$ cat src/rtl/ogru_pkg.sv
// Shared types, constants and helpers for the occupancy grid ray update block.
// No dependencies; every other file imports this package.
`default_nettype none

package ogru_pkg;

   localparam int GRID_SIDE_DEFAULT = 256;

   localparam int COORD_IN_W = 12;
   localparam int CELL_W     = 16;
   localparam int QUALITY_W  = 9;
   localparam int TOUCH_W    = 13;
   localparam int CSR_IDX_W  = 1;
   localparam int CSR_DATA_W = 16;

   localparam logic [QUALITY_W-1:0] QUALITY_ONE   = 9'd256;
   localparam logic [QUALITY_W-1:0] QUALITY_RESET = 9'd64;
   localparam logic [CELL_W-1:0]    CELL_FREE     = 16'd65535;
   localparam logic [CELL_W-1:0]    CLEAR_RESET   = 16'd32768;

   typedef logic [1:0] op_type;
   localparam op_type OP_RAY   = 2'd0;
   localparam op_type OP_READ  = 2'd1;
   localparam op_type OP_CLEAR = 2'd2;

   typedef logic [CSR_IDX_W-1:0] csr_idx_type;
   localparam csr_idx_type CSR_UPDATE_QUALITY = 1'd0;
   localparam csr_idx_type CSR_CLEAR_VALUE    = 1'd1;

   typedef logic signed [COORD_IN_W-1:0] coord_type;

   typedef struct packed {
      logic load;
      logic advance;
   } walk_cmd_type;

   typedef struct packed {
      logic in_grid;
      logic at_end;
   } walk_status_type;

   function automatic logic coord_in_range(input coord_type c,
                                           input logic [COORD_IN_W-1:0] side);
      coord_in_range = !c[COORD_IN_W-1] && ($unsigned(c) < side);
   endfunction

endpackage

`default_nettype wire

$ cat src/rtl/ogru_line_step.sv
// Bresenham line stepper: holds the current cell and error term and forms its address.
// Depends on ogru_pkg for coordinate types and the command and status structs.
`default_nettype none

module ogru_line_step import ogru_pkg::*; #(
   parameter int GRID_SIDE = GRID_SIDE_DEFAULT,
   parameter int ADDR_W = $clog2(GRID_SIDE * GRID_SIDE)
) (
   input  wire logic              clock,
   input  wire walk_cmd_type      cmd,
   input  wire coord_type         x0,
   input  wire coord_type         y0,
   input  wire coord_type         x1,
   input  wire coord_type         y1,
   output walk_status_type        status,
   output logic      [ADDR_W-1:0] addr
);

   localparam int COORD_W = $clog2(GRID_SIDE);
   localparam int DIFF_W  = COORD_IN_W + 2;
   localparam int ERR_W   = COORD_IN_W + 3;
   localparam int E2_W    = ERR_W + 1;

   coord_type                x_ff, x_in, y_ff, y_in, x1_ff, x1_in, y1_ff, y1_in;
   logic signed [DIFF_W-1:0] dx_ff, dx_in, dy_ff, dy_in;
   logic signed [ERR_W-1:0]  err_ff, err_in;
   logic                     sx_neg_ff, sx_neg_in, sy_neg_ff, sy_neg_in;

   logic signed [DIFF_W-1:0] diff_x, diff_y;
   logic signed [E2_W-1:0]   e2;
   logic                     step_x, step_y;
   logic signed [ERR_W-1:0]  add_dx, add_dy;
   logic [COORD_W-1:0]       col, row;

   always_comb begin
      x_in      = x_ff;
      y_in      = y_ff;
      x1_in     = x1_ff;
      y1_in     = y1_ff;
      dx_in     = dx_ff;
      dy_in     = dy_ff;
      err_in    = err_ff;
      sx_neg_in = sx_neg_ff;
      sy_neg_in = sy_neg_ff;

      diff_x = DIFF_W'(x1) - DIFF_W'(x0);
      diff_y = DIFF_W'(y1) - DIFF_W'(y0);

      e2     = E2_W'(err_ff) <<< 1;
      step_x = e2 >= E2_W'(dy_ff);
      step_y = e2 <= E2_W'(dx_ff);
      add_dx = step_y ? ERR_W'(dx_ff) : '0;
      add_dy = step_x ? ERR_W'(dy_ff) : '0;

      if (cmd.load) begin
         x_in      = x0;
         y_in      = y0;
         x1_in     = x1;
         y1_in     = y1;
         dx_in     = diff_x[DIFF_W-1] ? -diff_x : diff_x;
         dy_in     = diff_y[DIFF_W-1] ? diff_y : -diff_y;
         err_in    = ERR_W'(dx_in) + ERR_W'(dy_in);
         sx_neg_in = !(x0 < x1);
         sy_neg_in = !(y0 < y1);
      end else if (cmd.advance) begin
         err_in = err_ff + add_dx + add_dy;
         if (step_x) begin
            x_in = sx_neg_ff ? (x_ff - coord_type'(1)) : (x_ff + coord_type'(1));
         end
         if (step_y) begin
            y_in = sy_neg_ff ? (y_ff - coord_type'(1)) : (y_ff + coord_type'(1));
         end
      end
   end

   always_ff @(posedge clock) begin
      x_ff      <= x_in;
      y_ff      <= y_in;
      x1_ff     <= x1_in;
      y1_ff     <= y1_in;
      dx_ff     <= dx_in;
      dy_ff     <= dy_in;
      err_ff    <= err_in;
      sx_neg_ff <= sx_neg_in;
      sy_neg_ff <= sy_neg_in;
   end

   always_comb begin
      col            = x_ff[COORD_W-1:0];
      row            = y_ff[COORD_W-1:0];
      status.in_grid = coord_in_range(x_ff, COORD_IN_W'(GRID_SIDE))
                       && coord_in_range(y_ff, COORD_IN_W'(GRID_SIDE));
      status.at_end  = (x_ff == x1_ff) && (y_ff == y1_ff);
      addr           = ADDR_W'(row) * ADDR_W'(GRID_SIDE) + ADDR_W'(col);
   end

endmodule

`default_nettype wire

$ cat config.mk
export PLATFORM = sky130hd
export DESIGN_NAME = ogru_line_step
export DESIGN_NICKNAME = d
export VERILOG_FILES = /design/src/rtl/ogru_pkg.sv /design/src/rtl/ogru_line_step.sv
export SDC_FILE = /design/constraint.sdc
export NUM_CORES = 1
export LEC_CHECK = 0
export BUFFER_PORTS_ARGS = -buffer_cell sky130_fd_sc_hd__buf_2
export CAP_MARGIN = 20
export CORE_UTILIZATION = 30
export DETAILED_ROUTE_END_ITERATION = 7
export PLACE_DENSITY_LB_ADDON = 0.25
export SYNTH_ARGS = -nofsm -noshare
export SYNTH_HDL_FRONTEND = slang
export SYNTH_SLANG_ARGS = --single-unit
$ cat constraint.sdc
create_clock -name clock -period 7.35 [get_ports clock]
set_input_delay 1.47 -clock clock [delete_from_list [all_inputs] [get_ports clock]]
set_output_delay 1.47 -clock clock [all_outputs]
set_load 0.005 [all_outputs]
Yosys cells after proc, flatten, opt, wreduce, memory -nomap -nowiden. Cells that the tools add are included.

Equal/unequal tests: 2. Div/mod/pow operators: 0. Add/sub/neg operators: 12. Bitwise logic cells: 0. Multiply operators: 0. Shifts and indexed selects: 0. Multiplexer cells: 14. Reductions and logical operators: 13. Magnitude comparators: 6.

Operator list (count): 2-to-1 mux 12 bit (8); 2-to-1 mux 15 bit (4); adder 15 bit (2); 2-to-1 mux 14 bit (2); negation 13 -> 14 bit (2); subtractor 12 x 12 -> 13 bit (2); adder 12 x 2 -> 12 bit (second input constant) (2); == test 12 bit (2); less-than comparator 12 bit (2); less-than comparator 12 x 9 -> 1 bit (second input constant) (2); subtractor 12 x 2 -> 12 bit (second input constant) (2); adder 16 x 8 -> 16 bit (1); >= comparator 16 x 14 -> 1 bit (1); <= comparator 16 x 14 -> 1 bit (1); adder 14 x 14 -> 15 bit (1); nonzero test 2 bit (3); logical AND 1 bit (4); zero test 1 bit (4); AND reduction 2 bit (2).

Output and inout bits: 18. Bits in read-only memories: 0. Bits of input ports: 51. Memories: 0. Word-level logic and storage cells: 56. Register bits: 93. Latch bits: 0. Memory bits (writable): 0.

Logic depth before layout (Yosys ltp).
Word-level depth: 6. Depth in mapped cells: 22.

Worst setup path after synthesis. Ideal clock, no wire load.

Kind: input-to-reg. Start: in x1[0]. End: reg err_ff[13] (data pin). Arrival time: 5.468 ns. Slack: 1.613 ns. Required time: 7.081 ns. Setup time: 0.269 ns. Stages on the path: 20. Cell sequence: inv_1 > ha_1 > inv_1 > fa_1 > a211oi_1 > o21ai_0 > a211oi_1 > o31ai_1 > and2_1 > o21ai_0 > o21ai_0 > ha_1 > a21o_1 > a21oi_1 > nor2b_1 > o21a_1 > o41ai_1 > o21ai_0 > mux2i_1 > o211ai_1.

Cells in the longest elaborated chain, start to end: 5.

RTL lines: start: declaration (RTL line ogru_line_step.sv:13) `input wire coord_type x1,`; subtractor 12 x 12 -> 13 bit (*) (RTL line ogru_line_step.sv:46) `diff_x = DIFF_W'(x1) - DIFF_W'(x0);`; negation 13 -> 14 bit (RTL line ogru_line_step.sv:60) `dx_in = diff_x[DIFF_W-1] ? -diff_x : diff_x;`; 2-to-1 mux 14 bit (*) (RTL line ogru_line_step.sv:60); adder 14 x 14 -> 15 bit (*) (RTL line ogru_line_step.sv:62) `err_in = ERR_W'(dx_in) + ERR_W'(dy_in);`; 2-to-1 mux 15 bit (*) (RTL line ogru_line_step.sv:55) `if (cmd.load) begin`; via err_in[13] (RTL line ogru_line_step.sv:26) `logic signed [ERR_W-1:0] err_ff, err_in;`; end signal: assignment (RTL line ogru_line_step.sv:83) `err_ff <= err_in;`; end: declaration (RTL line ogru_line_step.sv:26).

Mark *: on every way through the listed nets, which the timed path passes. The rest lies on a longest branch. A chain may end at the register's enable or synchronous reset.

Worst setup path in the final report. Same ends and word-level chain as after synthesis.

==> summary.md <==
- **detailed-route via count** 6511
- **number of hold-repair buffers added at the cts stage** 0
- **Root Driver** sky130_fd_sc_hd__clkbuf_16
- **critical path fanouts, max** 6
- **main area contributors after synthesis** sky130_fd_sc_hd__edfxtp_1, sky130_fd_sc_hd__ha_1, sky130_fd_sc_hd__xnor2_1
- **unique cell type count in the Yosys netlist** 61
- **number of max-cap violations** 0
- **Min-Delay Startpoint** x_ff[0]$_DFFE_PP_
- **IO buf count** 68
- **total global routing track utilization** 15.24%
- **maximum clock frequency** 164.0 MHz
- **worst hold path cell count** 1
- **average vias per placed instance** 4.798
- **antenna violations before repair** 1
- **number of hold violations in the final report** 0
- **most used flip-flop cell after synthesis** sky130_fd_sc_hd__edfxtp_1
- **share of the synthesized area in the top cell type** 32.36%
- **number of buffers inserted by post-CTS setup repair** 0
- **flop and latch count out of synthesis** 93
- **half-perimeter wire length after placement** 17280 um
- **die outline area** 29450 sq um
- **maximum clock path buffer count** 2
- **hold slack** 713.8 ps
- **power per cell area** 434.5 nW/um^2
- **maximum number of pins on one net before global-route repair** 63
- **worst-case vdd ir drop** 149.2 uV
- **worst hold path class** register to register
- **# setup viols final** 0
- **YS warnings** 0
- **source of the worst register-to-register timing path** err_ff[12]$_DFFE_PP_
- **cell type with the highest aggregate area in the netlist** sky130_fd_sc_hd__edfxtp_1
- **maximum level of the CTS H-tree** 3
- **unrepaired setup endpoints after global routing** false
- **DRC** 0
- **I/O pin count** 69
- **cell depth of the worst flop-to-flop path** 17
- **run status** finished, final reports clean
- **Critical Path RT** 7450 ps
- **clock tree from TritonCTS** yes
- **number of max-slew violations in the final report** 0
- **height of the chip** 171.6 um
- **count of clock tree sinks** 93
- **Final TNS setup** 0 ps
- **Placer Congestion** 0.8096
- **post-cts sizing count** 0
- **fraction of layout instances using a drive strength above 1** 10.74%
- **relative slew slack** 42.52%
- **Final Worst Setup Slack** 1252 ps
- **global-route wire length before repair** 34290 um
- **post-DR wirelength/cell** 15.63 um
- **sequential area share after synthesis** 32.36%
- **worst setup skew after layout** 12.55 ps
- **Synth-to-Final Area Change** 11.90%
- **final period demand of the worst path** 6098 ps
- **Synth Area per Inst** 9.400 sq um
- **Nets** 1149
- **setup slack at placement** 837.6 ps
- **Async S/R FF share, synth** 0%
- **vias in the first global route** 6537
- **number of search-and-repair iterations in the first detailed-routing pass** 5
- **count of mapped cells out of synthesis** 918
- **crit path from** x1[0]
- **element type at the critical path end** register
- **arrival time of data at the critical path endpoint** 6200 ps
- **Pleak** 0.004114 uW
- **std cell rows** 61
- **total standard cell area after synthesis** 8630 sq um
- **antenna viol nets, final** 0
- **clock transition at the registers of the reported paths** 70 ps
- **top library cells by usage in the layout, fill and taps aside** sky130_fd_sc_hd__ha_1, sky130_fd_sc_hd__inv_1, sky130_fd_sc_hd__edfxtp_1, sky130_fd_sc_hd__buf_2, sky130_fd_sc_hd__nor2_1
- **Skew-Pair Late Insertion Delay** 360 ps
- **cts bufs inserted** 9
- **starting density of the core** 30.81%
- **total chip power** 4196 uW
- **initial drt markers** 254
- **crit path launch type** primary input
- **Die X** 171.6 um
- **Period Utilization, post-route** 82.97%
- **area of the core region** 28010 sq um
- **Slew @ Worst Pin** 861.6 ps
- **Remaining Overflow, GRT** 0
- **worst setup path class** primary input to register
- **number of flops mapped to enable cells by yosys** 93
- **Total Routed Length** 21220 um
- **most common library cell in the layout ignoring fill and taps** sky130_fd_sc_hd__ha_1
-- cells in the mapped netlist (all sizes together), types with 9 or more instances --
cell and number:
xor2 40, nand4 12, buf 20, nand2 57, and2 17, ha 105
xnor2 56, a21oi 63, nor2 63, nor3 21, nor2b 10, inv 100
a211oi 10, o31ai 14, clkbuf 9, nand3 16, edfxtp 93, o21ai 54
a21o 14, fa 20, o21a 19, nand2b 11
-- area by class of cell --
type	count	area, sq um
clock buffer	10	229.0
timing repair buffer	72	372.9
sequential	93	2793
fill	2893	18350
tap	378	473.0
clock inverter	6	111.4
inverter	100	375.4
multi-input combinational	697	5300
antenna	1	2.502
-- path summary, 6_finish.rpt --
path	end	slack (ps)
worst max-delay path	err_ff[13]$_DFFE_PP_	1250
worst min-delay path	x_ff[0]$_DFFE_PP_	710
worst max register to register	err_ff[14]$_DFFE_PP_	2450
worst min register to register	x_ff[0]$_DFFE_PP_	710
-- layer usage --
layer / up-vias / wire [um] / track usage, % / part of all wire, %
met3: 24 / 473 / 1.703 / 2.2
met4: 0 / 459 / 5.668 / 2.2
met5: - / 0 / 0 / 0
met1: 3013 / 10600 / 20.51 / 50
li1: 3389 / - / - / -
met2: 85 / 9687 / 25.00 / 46
-- state kept, by name (all words and copies together), names as in the netlist --
name	flops
y1_ff	12
err_ff	15
y_ff	12
sy_neg_ff	1
dx_ff	14
dy_ff	14
x1_ff	12
x_ff	12
sx_neg_ff	1
-- critical path, stage by stage --
cell	delay, ps
sky130_fd_sc_hd__buf_2	100
sky130_fd_sc_hd__inv_1	50
sky130_fd_sc_hd__ha_1	150
sky130_fd_sc_hd__inv_1	50
sky130_fd_sc_hd__fa_1	430
sky130_fd_sc_hd__a211oi_1	300
sky130_fd_sc_hd__o21ai_0	180
sky130_fd_sc_hd__a211oi_1	290
sky130_fd_sc_hd__o31ai_1	130
sky130_fd_sc_hd__and2_1	170
sky130_fd_sc_hd__o21ai_0	440
sky130_fd_sc_hd__o21ai_0	280
sky130_fd_sc_hd__ha_1	350
sky130_fd_sc_hd__a21o_1	150
sky130_fd_sc_hd__a21oi_1	200
sky130_fd_sc_hd__nor2b_1	80
sky130_fd_sc_hd__o21a_1	210
sky130_fd_sc_hd__o41ai_1	630
sky130_fd_sc_hd__o21ai_0	240
sky130_fd_sc_hd__mux2i_1	190
sky130_fd_sc_hd__o211ai_1	100
-- per-stage QoR --
stage	instance area [sq um]	util, %	instances
after CTS	9654	34.47	1356
after global placement	9314	33.25	1340
after detailed placement	9314	33.25	1340
final	9657	34.48	1357
after floorplan	8633	-	919
after global routing	9657	34.48	1357
-- kinds of logic after synthesis --
kind of cell | after synthesis | synth area share [%]
adder cells (fa/ha/maj) | 125 | 19.86
buffers and inverters | 129 | 6.307
AO/OA/AOI/OAI | 218 | 16.24
AND/OR/NAND/NOR | 250 | 14.73
other | 1 | 0.04346
flip-flops | 93 | 32.36
XOR/XNOR | 96 | 9.743
multiplexers | 6 | 0.7105
-- report_power, final --
group | total (uW) | internal (uW) | switching [uW]
Sequential | 974 | 827 | 147
Clock | 545 | 333 | 213
Combinational | 2680 | 1180 | 1500
Power figures use the tool's default switching activity.
